[config.mk]
export PLATFORM = sky130hd
export DESIGN_NAME = nak_range_list_checker_top
export DESIGN_NICKNAME = d
export VERILOG_FILES = /design/src/rtl/core/nrlc_pkg.sv /design/src/rtl/core/nrlc_parser.sv /design/src/rtl/core/nrlc_out_stage.sv /design/src/rtl/core/nak_range_list_checker_top.sv
export SDC_FILE = /design/constraint.sdc
export NUM_CORES = 1
export LEC_CHECK = 0
export BUFFER_PORTS_ARGS = -buffer_cell sky130_fd_sc_hd__buf_2
export CORE_MARGIN = 4
export CORE_UTILIZATION = 55
export CTS_CLUSTER_DIAMETER = 150
export CTS_CLUSTER_SIZE = 10
export DETAILED_ROUTE_END_ITERATION = 10
export PLACE_DENSITY = 0.8
export SYNTH_ARGS = -nofsm -noshare
export SYNTH_HDL_FRONTEND = slang
export SYNTH_SLANG_ARGS = --single-unit
export TNS_END_PERCENT = 10
[constraint.sdc]
create_clock -name clk -period 12.15 [get_ports clk]
set_clock_uncertainty 0.15 [all_clocks]
set_input_delay 1.215 -clock clk [delete_from_list [all_inputs] [get_ports clk]]
set_output_delay 1.215 -clock clk [all_outputs]
set_load 0.005 [all_outputs]
[src/rtl/core/nrlc_pkg.sv]
// ----------------------------------------------------------------------------
// nrlc_pkg
// Shared types and constants for the NAK range list checker.
// ----------------------------------------------------------------------------
`default_nettype none

package nrlc_pkg;

    localparam int DATA_W  = 8;
    localparam int VALUE_W = 24;
    localparam int COUNT_W = 16;
    localparam int TOTAL_W = 40;
    localparam int VERD_W  = 3;
    localparam int OUT_W   = 48;

    localparam logic [VALUE_W-1:0] FULL_VALUE = 24'hFFFFFF;

    localparam logic [VERD_W-1:0] VERDICT_FORWARD     = 3'd0;
    localparam logic [VERD_W-1:0] VERDICT_FLOOD_CHECK = 3'd1;
    localparam logic [VERD_W-1:0] VERDICT_DROP_BANNED = 3'd2;
    localparam logic [VERD_W-1:0] VERDICT_DROP_REV    = 3'd3;
    localparam logic [VERD_W-1:0] VERDICT_BAN_SOURCE  = 3'd4;
    localparam logic [VERD_W-1:0] VERDICT_DROP_FULL   = 3'd5;

    typedef enum logic [5:0] {
        PH_HEADER = 6'b000001,
        PH_COUNT  = 6'b000010,
        PH_FLAG   = 6'b000100,
        PH_LOW    = 6'b001000,
        PH_HIGH   = 6'b010000,
        PH_DONE   = 6'b100000
    } phase_t;

    typedef struct packed {
        logic [DATA_W-1:0] data;
        logic              first;
        logic              last;
        logic              known;
        logic              banned;
    } in_word_t;

    typedef struct packed {
        logic               valid;
        logic [VERD_W-1:0]  verdict;
        logic [TOTAL_W-1:0] total;
    } result_t;

endpackage

`default_nettype wire

[src/rtl/core/nrlc_parser.sv]
// ----------------------------------------------------------------------------
// nrlc_parser
// Datagram parse state; one byte per step, verdict on the last byte.
// ----------------------------------------------------------------------------
`default_nettype none

module nrlc_parser (
    input  wire logic               clk,
    input  wire logic               rst_n,
    input  wire logic               step,
    input  wire nrlc_pkg::in_word_t word,
    output nrlc_pkg::result_t       result
);

    nrlc_pkg::phase_t                    phase_reg, phase_next, phase_parsed;
    logic [1:0]                          idx_reg, idx_next;
    logic [1:0]                          bc_reg, bc_next;
    logic [nrlc_pkg::COUNT_W-1:0]        expected_reg, expected_next;
    logic [nrlc_pkg::COUNT_W-1:0]        done_reg, done_next;
    logic                                entry_reg, entry_next;
    logic [nrlc_pkg::VALUE_W-1:0]        low_reg, low_next;
    logic [nrlc_pkg::VALUE_W-1:0]        high_reg, high_next;
    logic [nrlc_pkg::TOTAL_W-1:0]        total_reg, total_next;
    logic [nrlc_pkg::VERD_W-1:0]         decided_reg, decided_next;
    logic                                fixed_reg, fixed_next;
    logic                                known_reg, known_next;
    logic                                banned_reg, banned_next;

    logic [nrlc_pkg::DATA_W-1:0]         d;
    logic [nrlc_pkg::VALUE_W-1:0]        field_shift;
    logic [nrlc_pkg::VALUE_W-1:0]        span;
    logic                                finish;
    logic [nrlc_pkg::VERD_W-1:0]         verdict;

    assign d = word.data;

    always_comb
    begin
        case (idx_reg)
            2'd0:    field_shift = {16'h0000, d};
            2'd1:    field_shift = {8'h00, d, 8'h00};
            2'd2:    field_shift = {d, 16'h0000};
            default: field_shift = '0;
        endcase
    end

    always_comb
    begin
        phase_parsed  = phase_reg;
        idx_next      = idx_reg;
        bc_next       = bc_reg;
        expected_next = expected_reg;
        done_next     = done_reg;
        entry_next    = entry_reg;
        low_next      = low_reg;
        high_next     = high_reg;
        total_next    = total_reg;
        decided_next  = decided_reg;
        fixed_next    = fixed_reg;
        known_next    = known_reg;
        banned_next   = banned_reg;
        finish        = 1'b0;
        span          = high_next - low_next;

        if (step)
        begin
            if (word.first || phase_reg == nrlc_pkg::PH_HEADER)
            begin
                idx_next      = '0;
                expected_next = '0;
                done_next     = '0;
                entry_next    = 1'b0;
                low_next      = '0;
                high_next     = '0;
                total_next    = '0;
                decided_next  = nrlc_pkg::VERDICT_FORWARD;
                fixed_next    = 1'b0;
                known_next    = word.known;
                banned_next   = word.banned;
                bc_next       = 2'd1;
                // valid NAK: bit 7 set, bit 6 clear, bit 5 set
                if (!d[7] || d[6] || !d[5])
                begin
                    decided_next = nrlc_pkg::VERDICT_FORWARD;
                    fixed_next   = 1'b1;
                    phase_parsed = nrlc_pkg::PH_DONE;
                end
                else
                begin
                    phase_parsed = nrlc_pkg::PH_COUNT;
                end
            end
            else
            begin
                if (bc_reg != 2'd3)
                begin
                    bc_next = bc_reg + 2'd1;
                end
                case (phase_reg)
                    nrlc_pkg::PH_COUNT:
                    begin
                        expected_next = {expected_reg[7:0], d};
                        if (bc_next == 2'd3)
                        begin
                            if (known_reg && banned_reg)
                            begin
                                decided_next = nrlc_pkg::VERDICT_DROP_BANNED;
                                fixed_next   = 1'b1;
                                phase_parsed = nrlc_pkg::PH_DONE;
                            end
                            else if (expected_next == '0)
                            begin
                                phase_parsed = nrlc_pkg::PH_DONE;
                            end
                            else
                            begin
                                phase_parsed = nrlc_pkg::PH_FLAG;
                            end
                        end
                    end
                    nrlc_pkg::PH_FLAG:
                    begin
                        entry_next   = (d == '0);
                        idx_next     = '0;
                        low_next     = '0;
                        high_next    = '0;
                        phase_parsed = nrlc_pkg::PH_LOW;
                    end
                    nrlc_pkg::PH_LOW:
                    begin
                        low_next = low_reg | field_shift;
                        if (idx_reg == 2'd2)
                        begin
                            idx_next = '0;
                            if (entry_reg)
                            begin
                                phase_parsed = nrlc_pkg::PH_HIGH;
                            end
                            else
                            begin
                                high_next = low_next;
                                finish    = 1'b1;
                            end
                        end
                        else
                        begin
                            idx_next = idx_reg + 2'd1;
                        end
                    end
                    nrlc_pkg::PH_HIGH:
                    begin
                        high_next = high_reg | field_shift;
                        if (idx_reg == 2'd2)
                        begin
                            idx_next = '0;
                            finish   = 1'b1;
                        end
                        else
                        begin
                            idx_next = idx_reg + 2'd1;
                        end
                    end
                    default:
                    begin
                    end
                endcase

                span = high_next - low_next;
                if (finish)
                begin
                    if (high_next < low_next)
                    begin
                        decided_next = nrlc_pkg::VERDICT_DROP_REV;
                        fixed_next   = 1'b1;
                        phase_parsed = nrlc_pkg::PH_DONE;
                    end
                    else if (low_next == '0 && high_next == nrlc_pkg::FULL_VALUE)
                    begin
                        decided_next = known_reg ? nrlc_pkg::VERDICT_BAN_SOURCE
                                                 : nrlc_pkg::VERDICT_DROP_FULL;
                        fixed_next   = 1'b1;
                        phase_parsed = nrlc_pkg::PH_DONE;
                    end
                    else
                    begin
                        total_next   = total_reg + {16'h0000, span} + 40'd1;
                        done_next    = done_reg + 16'd1;
                        phase_parsed = (done_next == expected_reg) ? nrlc_pkg::PH_DONE
                                                                   : nrlc_pkg::PH_FLAG;
                    end
                end
            end
        end

        if (fixed_next)
        begin
            verdict = decided_next;
        end
        else if (phase_parsed == nrlc_pkg::PH_DONE && known_next)
        begin
            verdict = nrlc_pkg::VERDICT_FLOOD_CHECK;
        end
        else
        begin
            verdict = nrlc_pkg::VERDICT_FORWARD;
        end

        result.valid   = step && word.last;
        result.verdict = verdict;
        result.total   = (verdict == nrlc_pkg::VERDICT_FLOOD_CHECK) ? total_next : '0;

        phase_next = (step && word.last) ? nrlc_pkg::PH_HEADER : phase_parsed;
    end

    always_ff @(posedge clk or negedge rst_n)
    begin
        if (!rst_n)
        begin
            phase_reg    <= nrlc_pkg::PH_HEADER;
            idx_reg      <= '0;
            bc_reg       <= '0;
            expected_reg <= '0;
            done_reg     <= '0;
            entry_reg    <= 1'b0;
            low_reg      <= '0;
            high_reg     <= '0;
            total_reg    <= '0;
            decided_reg  <= '0;
            fixed_reg    <= 1'b0;
            known_reg    <= 1'b0;
            banned_reg   <= 1'b0;
        end
        else
        begin
            phase_reg    <= phase_next;
            idx_reg      <= idx_next;
            bc_reg       <= bc_next;
            expected_reg <= expected_next;
            done_reg     <= done_next;
            entry_reg    <= entry_next;
            low_reg      <= low_next;
            high_reg     <= high_next;
            total_reg    <= total_next;
            decided_reg  <= decided_next;
            fixed_reg    <= fixed_next;
            known_reg    <= known_next;
            banned_reg   <= banned_next;
        end
    end

    a_last_to_header: assert property (@(posedge clk) disable iff (!rst_n)
        step && word.last |=> phase_reg == nrlc_pkg::PH_HEADER)
        else $error("phase not back to header after last word");

    a_fixed_done: assert property (@(posedge clk) disable iff (!rst_n)
        fixed_reg |-> (phase_reg == nrlc_pkg::PH_DONE || phase_reg == nrlc_pkg::PH_HEADER))
        else $error("fixed verdict outside done phase");

    a_idx_range: assert property (@(posedge clk) disable iff (!rst_n)
        idx_reg != 2'd3)
        else $error("field byte index out of range");

endmodule

`default_nettype wire

[src/rtl/core/nrlc_out_stage.sv]
// ----------------------------------------------------------------------------
// nrlc_out_stage
// Result register toward the master-side stream.
// ----------------------------------------------------------------------------
`default_nettype none

module nrlc_out_stage (
    input  wire logic                         clk,
    input  wire logic                         rst_n,
    input  wire nrlc_pkg::result_t            result,
    output logic                              slot_free,
    output logic                              m_tvalid,
    input  wire logic                         m_tready,
    output logic [nrlc_pkg::OUT_W-1:0]        m_tdata   // verdict[2:0], total_intervals[42:3]
);

    logic                              valid_reg;
    logic [nrlc_pkg::OUT_W-1:0]        data_reg;

    assign slot_free = !valid_reg || m_tready;
    assign m_tvalid  = valid_reg;
    assign m_tdata   = data_reg;

    always_ff @(posedge clk or negedge rst_n)
    begin
        if (!rst_n)
        begin
            valid_reg <= 1'b0;
        end
        else if (result.valid)
        begin
            valid_reg <= 1'b1;
        end
        else if (m_tready)
        begin
            valid_reg <= 1'b0;
        end
    end

    always_ff @(posedge clk)
    begin
        if (result.valid)
        begin
            data_reg <= {5'b00000, result.total, result.verdict};
        end
    end

endmodule

`default_nettype wire

[src/rtl/core/nak_range_list_checker_top.sv]
// ----------------------------------------------------------------------------
// nak_range_list_checker_top
// NAK range list checker: one datagram byte per word, one verdict per datagram.
// ----------------------------------------------------------------------------
// Throughput: one byte word per cycle unless a last byte is stalled; the parse step is combinational.
// Path: after the last byte is accepted it goes through the input register, then parse logic,
//   into the result register, from which m_tvalid rises.
// Stall: a last byte waits in the input register while the result word is held.
// Reset: rst_n async active low; parser returns to header phase, no word held.
// ----------------------------------------------------------------------------
`default_nettype none

module nak_range_list_checker_top (
    input  wire logic                          clk,
    input  wire logic                          rst_n,
    input  wire logic                          s_tvalid,
    output logic                               s_tready,
    input  wire logic [nrlc_pkg::DATA_W-1:0]   s_tdata,   // data_byte[7:0]
    input  wire logic                          s_tlast,   // last_byte
    input  wire logic [2:0]                    s_tuser,   // first_byte[0], source_known[1],
                                                          // source_banned[2]
    output logic                               m_tvalid,
    input  wire logic                          m_tready,
    output logic [nrlc_pkg::OUT_W-1:0]         m_tdata    // verdict[2:0], total_intervals[42:3]
);

    logic               in_valid_reg;
    nrlc_pkg::in_word_t in_word_reg;
    logic               slot_free;
    logic               advance;
    nrlc_pkg::result_t  result;

    assign advance  = in_valid_reg && (!in_word_reg.last || slot_free);
    assign s_tready = !in_valid_reg || advance;

    always_ff @(posedge clk or negedge rst_n)
    begin
        if (!rst_n)
        begin
            in_valid_reg <= 1'b0;
        end
        else if (s_tvalid && s_tready)
        begin
            in_valid_reg <= 1'b1;
        end
        else if (advance)
        begin
            in_valid_reg <= 1'b0;
        end
    end

    always_ff @(posedge clk)
    begin
        if (s_tvalid && s_tready)
        begin
            in_word_reg.data   <= s_tdata;
            in_word_reg.first  <= s_tuser[0];
            in_word_reg.last   <= s_tlast;
            in_word_reg.known  <= s_tuser[1];
            in_word_reg.banned <= s_tuser[2];
        end
    end

    nrlc_parser u_parser (
        .clk    (clk),
        .rst_n  (rst_n),
        .step   (advance),
        .word   (in_word_reg),
        .result (result)
    );

    nrlc_out_stage u_out (
        .clk       (clk),
        .rst_n     (rst_n),
        .result    (result),
        .slot_free (slot_free),
        .m_tvalid  (m_tvalid),
        .m_tready  (m_tready),
        .m_tdata   (m_tdata)
    );

    a_result_has_room: assert property (@(posedge clk) disable iff (!rst_n)
        result.valid |-> slot_free)
        else $error("result produced while output register is full");

endmodule

`default_nettype wire
== Word-level counts from Yosys, hierarchy flattened ==
Index checks and enable logic that the tools add are counted.
W data, S select, Z words.

* Add/subtract/negate cells: 6
* Order comparisons: 1
* Equality and inequality tests: 15
* Mux-type cells: 77
* Bitwise operators: 2
* Reductions and logical operators: 33

{| class="wikitable"
|+ Operators by type and width
! cell !! number
|-
| $mux W40 || 5
|-
| $mux W24 || 8
|-
| $pmux W24 S3 || 2
|-
| $mux W16 || 6
|-
| $mux W6 || 13
|-
| $or A24 B24 Y24 || 2
|-
| $pmux W24 S2 || 1
|-
| $add A40 B1 Y40 const B || 1
|-
| $add A40 B24 Y40 || 1
|-
| $mux W3 || 9
|-
| $eq A24 B24 Y1 const B || 1
|-
| $logic_not A24 Y1 || 1
|-
| $lt A24 B24 Y1 || 1
|-
| $mux W1 || 24
|-
| $sub A24 B24 Y24 || 1
|-
| $pmux W6 S3 || 1
|-
| $add A16 B1 Y16 const B || 1
|-
| $eq A16 B16 Y1 || 1
|-
| $logic_not A16 Y1 || 1
|-
| $mux W2 || 6
|-
| $reduce_bool A2 Y1 || 5
|-
| $logic_not A8 Y1 || 1
|-
| $reduce_and A2 Y1 || 4
|-
| $eq A6 B1 Y1 const B || 1
|-
| other kinds (20) || 37
|}

* Register bits after elaboration: 194
* Bits of input ports: 16
* Output and inout bits: 50
* Logic and storage cells: 156

== Longest topological paths before layout ==
Gate-level depths: netlist of the first run.

* Depth after elaboration: 20
* Depth in mapped cells: 30

== Modules after synthesis ==
From an unflattened synthesis of the first run, not the netlist that was laid out.

* Cell total of the unflattened synthesis: 1327
* Area, all modules: 12484.5 um2

{| class="wikitable"
|+ By module, submodules not included
! module !! instances !! cells each !! area each (um2) !! sequential area each (um2)
|-
| nrlc_parser || 1 || 1257 || 10672.7 || 3429.5
|-
| nrlc_out_stage || 1 || 52 || 1380.1 || 1316.3
|-
| nak_range_list_checker_top || 1 || 18 || 431.7 || 385.4
|}

== Least setup slack after synthesis of the first run ==
OpenSTA, ideal clock, no wires.

* Kind: register -> register
* Start: reg u_parser.phase_reg[0]
* End: reg u_out.data_reg (netlist bit u_out.m_tdata[28]), data pin
* Arrival time: 5964 ps
* Required time: 11730 ps
* Setup slack: 5766 ps
* Cell stages (with the launch flop): 31
* Buffers on the path: 4
* Period minus slack after synthesis: 6384 ps
* Path through: dfstp_2 > buf_6 > nor4_4 > nand2_1 > buf_2 > clkbuf_1 > nor3_1 > a21oi_1 > nor2_1 > ha_1 > inv_1 > fa_1 > a211oi_1 > o21bai_1 > o31a_1 > a311oi_1 > o21ai_0 > o21ai_0 > o21bai_1 > a21oi_1 > xnor2_1 > ha_1 > nand3_1 > nor3_1 > o2111ai_1 > a21boi_0 > a21o_1 > buf_1 > a31oi_1 > a41oi_1 > a22oi_2

* Longest elaborated chain between the ends: 16
* Elaborated cells between the ends (all ways): 55

{| class="wikitable"
|+ RTL lines
! what !! line !! RTL
|-
| start: declaration || nrlc_parser.sv:15 || <nowiki>nrlc_pkg::phase_t phase_reg, phase_next, phase_parsed;</nowiki>
|-
| start signal: assignment || nrlc_parser.sv:219 || <nowiki>phase_reg <= nrlc_pkg::PH_HEADER;</nowiki>
|-
| start signal: assignment || nrlc_parser.sv:235 || <nowiki>phase_reg <= phase_next;</nowiki>
|-
| parallel branches: the longest is 16 deep, another holds $add A40 B24 Y40 || n/a ||
|-
| end signal: assignment || nrlc_out_stage.sv:44 || <nowiki>data_reg <= {5'b00000, result.total, result.verdict};</nowiki>
|-
| end: declaration || nrlc_out_stage.sv:18 || <nowiki>logic [nrlc_pkg::OUT_W-1:0] data_reg;</nowiki>
|}

Parallel ways; which one is timed is not known. The select of a mux whose other input is x is not followed.
A chain may end at the register's enable or synchronous reset.

== Final worst setup path of the first run ==
* Start: reg u_parser.phase_reg[3]
* End: reg u_out.data_reg (netlist bit u_out.m_tdata[28]), data pin

Same word-level chain as after synthesis.

==> results of run 1 <==
critical path, delay by kind of cell (launching register included):
family	cells	cell delay [ns]
AND/OR/NAND/NOR	6	2.35
flip-flops	1	0.52
adder cells (fa/ha/maj)	3	0.99
AO/OA/AOI/OAI	15	3.43
XOR/XNOR	1	0.09
buffers and inverters	1	0.07
logic make-up after synthesis:
kind of cell             count (synthesis)  share of synthesized area [%]
other                                    1                         0.0309
adder cells (fa/ha/maj)                 58                           6.08
flip-flops                             194                           42.2
AND/OR/NAND/NOR                        383                           16.0
buffers and inverters                  126                           4.50
XOR/XNOR                                80                           5.77
multiplexers                            13                           1.10
AO/OA/AOI/OAI                          437                           24.3
how the worst min path moves through the flow:
stage                         startpoint                   to  slack [ns]  cells after the start
after global routing      in_word_reg[0]  u_parser.banned_reg        0.38                      2
after floorplan           in_word_reg[0]  u_parser.banned_reg        0.26                      2
after CTS                 in_word_reg[0]  u_parser.banned_reg        0.34                      2
after detailed placement  in_word_reg[0]  u_parser.banned_reg        0.31                      2
after global placement    in_word_reg[0]  u_parser.banned_reg        0.30                      2
final                     in_word_reg[0]  u_parser.banned_reg        0.33                      2
metal layers:
metal / track usage, % / vias to the layer above / part of all wire [%]
li1: - / 4815 / -
met1: 39.3 / 5000 / 44
met2: 39.9 / 593 / 43
met3: 6.14 / 95 / 9.6
met4: 9.63 / 0 / 3.1
met5: 0 / - / 0
cell type report:
type,instances,area [sq um],area share [%]
Clock buffer,17,425,3.22
Clock inverter,15,221,1.68
Inverter,46,173,1.31
Multi-Input combinational cell,976,6490,49.1
Sequential cell,194,5130,38.8
Tap cell,280,350,2.65
Timing Repair Buffer,75,419,3.17
metrics by stage:
step	std cells	total power, mW	hold slack, ns	instance area, sq um
after global placement	1571	0.814	0.295	12600
after floorplan	1296	0.775	0.265	12200
after CTS	1603	1.42	0.337	13200
after detailed placement	1571	0.817	0.310	12600
after global routing	1603	1.47	0.376	13200
final	1603	1.42	0.331	13200
power breakdown:
part | switching, mW | internal (mW) | total [mW]
clock network | 0.309 | 0.306 | 0.616
registers | 0.0193 | 0.686 | 0.705
logic | 0.0729 | 0.0272 | 0.100
cells in the mapped netlist, types with 5 or more instances:
cell type,n
o21ai_0,103
clkbuf_1,55
a21o_1,36
nand4_1,23
nand2_1,120
buf_6,5
nand3_1,32
dfrtp_1,138
o21bai_1,15
buf_2,11
a31oi_1,11
a21boi_1,21
a41oi_1,7
nor2_1,77
a21oi_1,84
xor2_1,32
a22o_1,36
o2bb2ai_1,12
and3_1,28
o32ai_1,5
nor3_1,29
a22oi_1,8
a211oi_1,7
buf_4,6
o21a_1,11
a32oi_1,5
xnor2_1,48
nand2b_1,9
ha_1,55
edfxtp_1,55
o211ai_1,6
mux2i_1,10
nor2b_1,11
inv_1,46
nor4_1,11
o22ai_1,15
and2_1,11
==> run metrics, run 1 <==
Setup TNS 0 ns; starting density of the core 55.8%; Post-Syn Area 12100 sq um; Reg2Reg Depth 26; period utilization 64.7%; Detail Route Antenna Nets 0; CTS resizes 0; CTS sink cnt 194; fmax 0.127 GHz; LEAKAGE 5.98 nW; global placer's final weighted congestion 0.964; Worst-path clk slew 0.09 ns; sequential-to-total area share from yosys stat 42.2%; worst-skew pair later-pin latency 0.45 ns; Setup Buffers After CTS 0; RR Endpoint u_out.m_tdata[28]; Synth Area per Inst 9.40 sq um; CP endpoint kind register; drt via density 6.55; crit path from u_parser.phase_reg[3]; crit path to u_out.m_tdata[28]; Seq cells post-synth 194; share of the synthesized area in the top cell type 28.4%; worst slew pin tran 1.45 ns; CTS Buffer Depth 2; YS warnings 0; Min-Delay Path Class register to register; 1st-iter DRT viols 1204; Crit Path Class register to register; max_cap viols 0; CP startpoint kind register; Setup Viol. Count Final 0; Layout area overhead 8.76%; num rows 54; Antenna Cells 0; final worst slack 4.29 ns; Hold Buf Count CTS 0; htree depth 4; Power Dens Cells 108 nW/um^2; antenna violations before repair 0; CP arrival 7.90 ns; RSZ-0062 raised after global routing false; largest net degree at the start of global routing 93; status finished clean; max-slew violations 0; Async SR Flop Fraction 71.6%; CP max FO 24; R2R Path Start u_parser.phase_reg[3]; die extent in x 157 microns; total CTS buffers 17; final core occ 60.7%; dpl hpwl 23.0 mm; Synth area leaders dfrtp_1 28%, edfxtp_1 14%, ha_1 5.7%, o21ai_0 4.2%, nand2_1 3.7%; wire length per cell 20.6 microns; first-pass GRT wire length 52.9 mm; die height 157 microns; FILL cells 1806; commonest non-fill, non-tap cell in the layout dfrtp_1; overall routing resource usage 27.0%; core area 21800 sq um; slowest CP cell nand2_1; CTS tree yes; DRC violations left 0; Post-synth top flop dfrtp_1; worst endpoint required time 12.19 ns; fin crit period 7.86 ns; DP Worst Slack 4.57 ns; Clock Root Buffer clkbuf_16; I/O Pins 66; Final nets 1383; most frequent cells in the layout 138 x dfrtp_1, 120 x nand2_1, 103 x o21ai_0; Yosys cell types 86; max reg flops 43; Port Buffers 60; gate count after technology mapping 1292; EDFF count, synth 55; area of the die 24500 sq um; Final Hold Vio Count 0; largest area contributor in the netlist dfrtp_1; layout cells sized above 1 10.4%; maximum vdd drop 0.0933 mV; r2r setup slk 4.29 ns; drt pass-1 iters 6; max_slew headroom 2.82%; slowest stage delay, CP 0.73 ns; Congestion Overflow GR 0; DR vias 10503; vias in the first global route 9882; drt total wl 33.0 mm
(Power assumes the default switching activity.)
==> inputs of run 2 (changes only) <==
==> constraint.sdc (replaced) <==
create_clock -name clk -period 7.99 [get_ports clk]
set_clock_uncertainty 0.15 [all_clocks]
set_input_delay 0.799 -clock clk [delete_from_list [all_inputs] [get_ports clk]]
set_output_delay 0.799 -clock clk [all_outputs]
set_load 0.005 [all_outputs]
==> run 2 against run 1 <==
Effect of this change: core utilization grew 0.39 points; clock power grew 44%; combinational power grew 53%; via count shrank 0.11%; first-iteration DRC count grew 0.75%; sequential power grew 52%; register-to-register slack lost 3.4 ns; die area is the same; worst hold slack lost 0.13 ns.
==> run metrics, run 2 (synthesis results as in run 1) <==
Reg2Reg Depth 28 (+7.7%); Setup TNS 0 ns (unchanged); RR Endpoint u_out.m_tdata[28]; layout cells sized above 1 11.4% (+1.0 points); total power 2.11 mW (+48%); final worst slack 0.911 ns (-3.38 ns); CTS sink cnt 194 (unchanged); Sw Share 27.8% (-0.42 points); fmax 0.141 GHz (+11%); fin crit period 7.08 ns (-0.781 ns); starting density of the core 55.8% (unchanged); final core occ 61.1% (+0.39 points); num rows 54 (unchanged); period utilization 88.6% (+24 points); dpl hpwl 23.5 mm (+2.5%); CTS resizes 0 (unchanged); drt total wl 33.1 mm (+0.39%); drt via density 6.48 (-1.0%); global placer's final weighted congestion 0.994 (+3.1%); Detail Route Antenna Nets 0 (unchanged); combinational share of power 7.3% (+0.3 points); internal power 1.52 mW (+49%); max_slew headroom 20.5% (+18 points); largest net degree at the start of global routing 74 (-20%); die extent in x 157 microns (unchanged); design area 13300 sq um (+0.64%); slowest stage delay, CP 0.65 ns (-0.08 ns); R2R Path Start u_parser.phase_reg[2]; CP startpoint kind register; wire length per cell 20.5 microns (-0.54%); core area 21800 sq um (unchanged); Reg power frac 50.8% (+1.2 points); CP max FO 12 (-50%); die height 157 microns (unchanged); Critical Path Most Common Cell buf_4; total CTS buffers 17 (unchanged); CTS Buffer Depth 2 (unchanged); DR vias 10491 (-0.11%); DRC violations left 0 (unchanged); 1st-iter DRT viols 1213 (+0.75%); clock share of power 42.0% (-1.3 points); I/O Pins 66 (unchanged); drt pass-1 iters 6 (unchanged); DP Worst Slack 1.04 ns (-3.53 ns); worst slew pin tran 1.19 ns (-0.254 ns); NetSw 0.587 mW (+46%); RSZ-0062 raised after global routing false; Worst-path clk slew 0.08 ns (about the same); worst hold slack 0.204 ns (-0.127 ns); antenna violations before repair 0 (unchanged); most frequent cells in the layout 138 x dfrtp_1, 120 x nand2_1, 103 x o21ai_0; slowest CP cell a222oi_1; Setup Buffers After CTS 0 (unchanged); Clock Root Buffer clkbuf_16; Post-Layout Cell Count 1618 (+0.94%); Final Hold Vio Count 0 (unchanged); maximum vdd drop 0.122 mV (+31%); LEAKAGE 6.04 nW (+1.0%); max_cap viols 0 (unchanged); CP endpoint kind register; Layout area overhead 9.46%; worst-skew pair later-pin latency 0.45 ns (about the same); Setup Viol. Count Final 0 (unchanged); Power Dens Cells 159 nW/um^2 (+47%); commonest non-fill, non-tap cell in the layout dfrtp_1; Final nets 1398 (+1.1%); CP arrival 7.10 ns (-0.80 ns); Min-Delay Path Class input port to async pin; overall routing resource usage 27.4% (+0.40 points); Area after DPL 12700 sq um (+0.90%); Congestion Overflow GR 0 (unchanged); Antenna Cells 0 (unchanged); Hold Buf Count CTS 0 (unchanged); vias in the first global route 10033 (+1.5%); CTS tree yes; status finished clean; worst endpoint required time 8.01 ns (-4.18 ns); Crit Path Class register to register; Port Buffers 60 (unchanged); area of the die 24500 sq um (unchanged); htree depth 4 (unchanged); max-slew violations 0 (unchanged); placed insts 1586 (+0.95%); first-pass GRT wire length 53.8 mm (+1.7%); r2r setup slk 0.91 ns (-3.38 ns); max reg flops 43 (unchanged)
## run 2: cell count changes in the layout (fill, tap and decap cells not counted), sizes merged
cell and delta:
clkinv +1, clkbuf +1, inv -1, buf +15
bufinv -1
## run 2: worst max path at each step
stage	cells after the start	end	start
after global placement	27	u_out.m_tdata[28]	u_parser.phase_reg[0]
after floorplan	30	u_out.m_tdata[28]	u_parser.phase_reg[0]
after CTS	27	u_out.m_tdata[28]	u_parser.phase_reg[0]
after detailed placement	27	u_out.m_tdata[28]	u_parser.phase_reg[0]
after global routing	28	u_out.m_tdata[28]	u_parser.phase_reg[2]
final	28	u_out.m_tdata[28]	u_parser.phase_reg[2]
## run 2: critical path: cells and delay by family (launching register included)
kind                       cells  cell delay, ns
adders and majority gates      3            1.10
DFF                            1            0.61
AOI/OAI and AO/OA             16            3.63
buffers and inverters          4            0.63
xor gates and xnor gates       1            0.09
and+or+nand+nor                4            0.56
## run 2: final cells by class
type | instances | area [sq um]
fillers | 1848 | 8460
multi-input cells | 976 | 6490
flip-flops and latches | 194 | 5130
repair buffers | 90 | 532
clock buffers | 18 | 439
well taps | 280 | 350
clock inverters | 14 | 180
inverters | 46 | 173
## run 2: routing by layer
metal,up-vias,wire length [microns],track usage [%]
met5,-,0,0
met4,0,715,7.98
met1,5054,14600,39.4
met2,537,14800,42.0
met3,67,3020,5.97
li1,4833,-,-
## run 2: power groups by stage
stage          sequential (mW)  combinational, mW  clock (mW)
5_1_grt                   1.07              0.170       0.939
6_report                  1.07              0.153       0.885
3_3_place_gp              1.09              0.150           0
3_5_place_dp              1.09              0.152           0
4_1_cts                   1.07              0.153       0.891
2_1_floorplan             1.07              0.105           0
==> inputs of run 3 (changes only) <==
==> constraint.sdc (replaced) <==
create_clock -name clk -period 6.58 [get_ports clk]
set_clock_uncertainty 0.15 [all_clocks]
set_input_delay 0.658 -clock clk [delete_from_list [all_inputs] [get_ports clk]]
set_output_delay 0.658 -clock clk [all_outputs]
set_load 0.005 [all_outputs]
==> run 3 against run 2 <==
Effect of this change: core utilization up 1.0 points; final area up 1.7%; critical path type unchanged; die area unchanged; clock power up 20%; worst hold slack worse by 0.11 ns; combinational power up 34%; wire length up 3.3%; largest power group unchanged; count of clock-buffer cells in the layout down 1; final cell count up 1.3%.
==> run metrics, run 3 (synthesis results as in run 1) <==
status finished clean; delay-heaviest family, CP simple AND/OR/NAND/NOR gates; total power 2.56 mW (+22%); overall routing resource usage 27.5% (+0.13 points); Hold Buf Count CTS 0 (unchanged); crit path cell chain or4_4 -> buf_4 -> nor3_1 -> buf_4 -> and2_1 -> o21ai_0 -> ha_1 -> inv_1 -> nor3_1 -> and2_1 -> a311oi_2 -> buf_4 -> o31ai_1 -> a31oi_1 -> xnor2_1 -> ha_1 -> and2_1 -> and3_1 -> a221o_1 -> a31o_2 -> nand4_1 -> xor2_1 -> a21oi_1; Antenna Cells 0 (unchanged); Area after DPL 12800 sq um (+1.3%); Crit Path Class register to register; CTS sink cnt 194 (unchanged); CTS tree yes; DR vias 10780 (+2.8%); CP endpoint kind register; max reg flops 43 (unchanged); vias in the first global route 10147 (+1.1%); Detail Route Antenna Nets 0 (unchanged); Crit path depth 23 (-18%); area occupied by multi-input gates 6570 sq um (+1.2%); I/O Pins 66 (unchanged); die extent in x 157 microns (unchanged); Worst-path clk slew 0.08 ns (about the same); Min-Delay Path Class input port to async pin; antenna violations before repair 0 (unchanged); Congestion Overflow GR 0 (unchanged); CTS Buffer Depth 2 (unchanged); max-slew violations 0 (unchanged); max_cap viols 0 (unchanged); layout cells sized above 1 13.8% (+2.4 points); CP arrival 6.33 ns (-0.77 ns); DRC violations left 0 (unchanged); FF/Latch Area 5130 sq um (unchanged); htree depth 4 (unchanged); first-pass GRT wire length 54.4 mm (+1.1%); commonest non-fill, non-tap cell in the layout dfrtp_1; die height 157 microns (unchanged); RR Endpoint u_out.m_tdata[31]; max_slew headroom 22.5% (+2.0 points); FILL cells 1789 (-3.2%); design area 13500 sq um (+1.7%); Power Dens Cells 190 nW/um^2 (+20%); Layout area overhead 11.3%; Reg2Reg Depth 23 (-18%); drt total wl 34.2 mm (+3.3%); Bufs and invs on worst path 4 (unchanged); worst slew pin tran 1.16 ns (-0.0293 ns); slowest CP cell o31ai_1; slowest stage delay, CP 0.63 ns (-0.02 ns); Setup Viol. Count Final 0 (unchanged); R2R Path Start u_parser.phase_reg[1]; most frequent cells in the layout 138 x dfrtp_1, 120 x nand2_1, 99 x o21ai_0; Setup Buffers After CTS 0 (unchanged); area of the die 24500 sq um (unchanged); Final Hold Vio Count 0 (unchanged); total CTS buffers 17 (unchanged); core area 21800 sq um (unchanged); crit path from u_parser.phase_reg[1]; fmax 0.159 GHz (+12%); drt pass-1 iters 6 (unchanged); worst endpoint required time 6.61 ns (-1.40 ns); Clock Root Buffer clkbuf_16; num rows 54 (unchanged); Final nets 1419 (+1.5%); maximum vdd drop 0.167 mV (+36%); largest net degree at the start of global routing 83 (+12%); crit path to u_out.m_tdata[31]; fin crit period 6.30 ns (-0.777 ns); 1st-iter DRT viols 1297 (+6.9%); wire length per cell 20.9 microns (+2.0%); r2r setup slk 0.28 ns (-0.63 ns); drt via density 6.58 (+1.4%); global placer's final weighted congestion 1.02 (+2.9%); period utilization 95.8% (+7.2 points); CP startpoint kind register; worst-skew pair later-pin latency 0.44 ns (about the same); Port Buffers 60 (unchanged); starting density of the core 55.8% (unchanged); dpl hpwl 23.7 mm (+0.80%); CP max FO 7 (-5); LEAKAGE 6.13 nW (+1.6%)
## run 3: routing by layer
layer  vias up  wire length [microns]  track usage (%)
met1      5182                  14500             38.9
li1       4886                      -                -
met5         -                      0                0
met2       610                  15200             42.1
met4         0                   1030             9.17
met3       102                   3440             6.44
## run 3: repair_timing
action | CTS | global route
setup endpoints to repair | 2 | 34
pin swaps | 1 | 5
gates cloned | 0 | 1
gates resized for setup | 2 | 18
## run 3: where the power goes
part / internal [mW] / switching (mW)
clock network: 0.516 / 0.546
logic: 0.0562 / 0.148
registers: 1.27 / 0.0307
total: 1.84 / 0.725
## run 3: how the worst min path moves through the flow
stage	slack [ns]	startpoint	endpoint
2_1_floorplan	0.21	rst_n	in_valid_reg
3_3_place_gp	0.29	in_word_reg[0]	u_parser.banned_reg
3_5_place_dp	0.30	in_word_reg[0]	u_parser.banned_reg
4_1_cts	0.14	rst_n	u_parser.total_reg[39]
5_1_grt	0.16	rst_n	u_parser.total_reg[37]
6_report	0.1	rst_n	u_parser.total_reg[39]
## run 3: layout make-up
class                      count  share of cell area (%)
multi-input combinational    977                    48.6
sequential                   194                    38.0
timing repair buffer         110                    5.14
clock buffer                  17                    3.15
tap                          280                    2.59
clock inverter                15                    1.31
inverter                      46                    1.28
## run 3: per-stage QoR
step / hold WS (ns) / setup TNS (ns) / util (%) / worst slack, ns / instances
2_1_floorplan: 0.212 / 0 / - / 0.196 / 1296
3_3_place_gp: 0.294 / 0 / 59.0 / 0.182 / 1606
3_5_place_dp: 0.297 / -0.0342 / 59.0 / -0.0342 / 1606
4_1_cts: 0.140 / 0 / 61.8 / 0.0223 / 1638
5_1_grt: 0.155 / -0.00514 / 62.1 / -0.00514 / 1639
6_report: 0.0977 / 0 / 62.1 / 0.277 / 1639
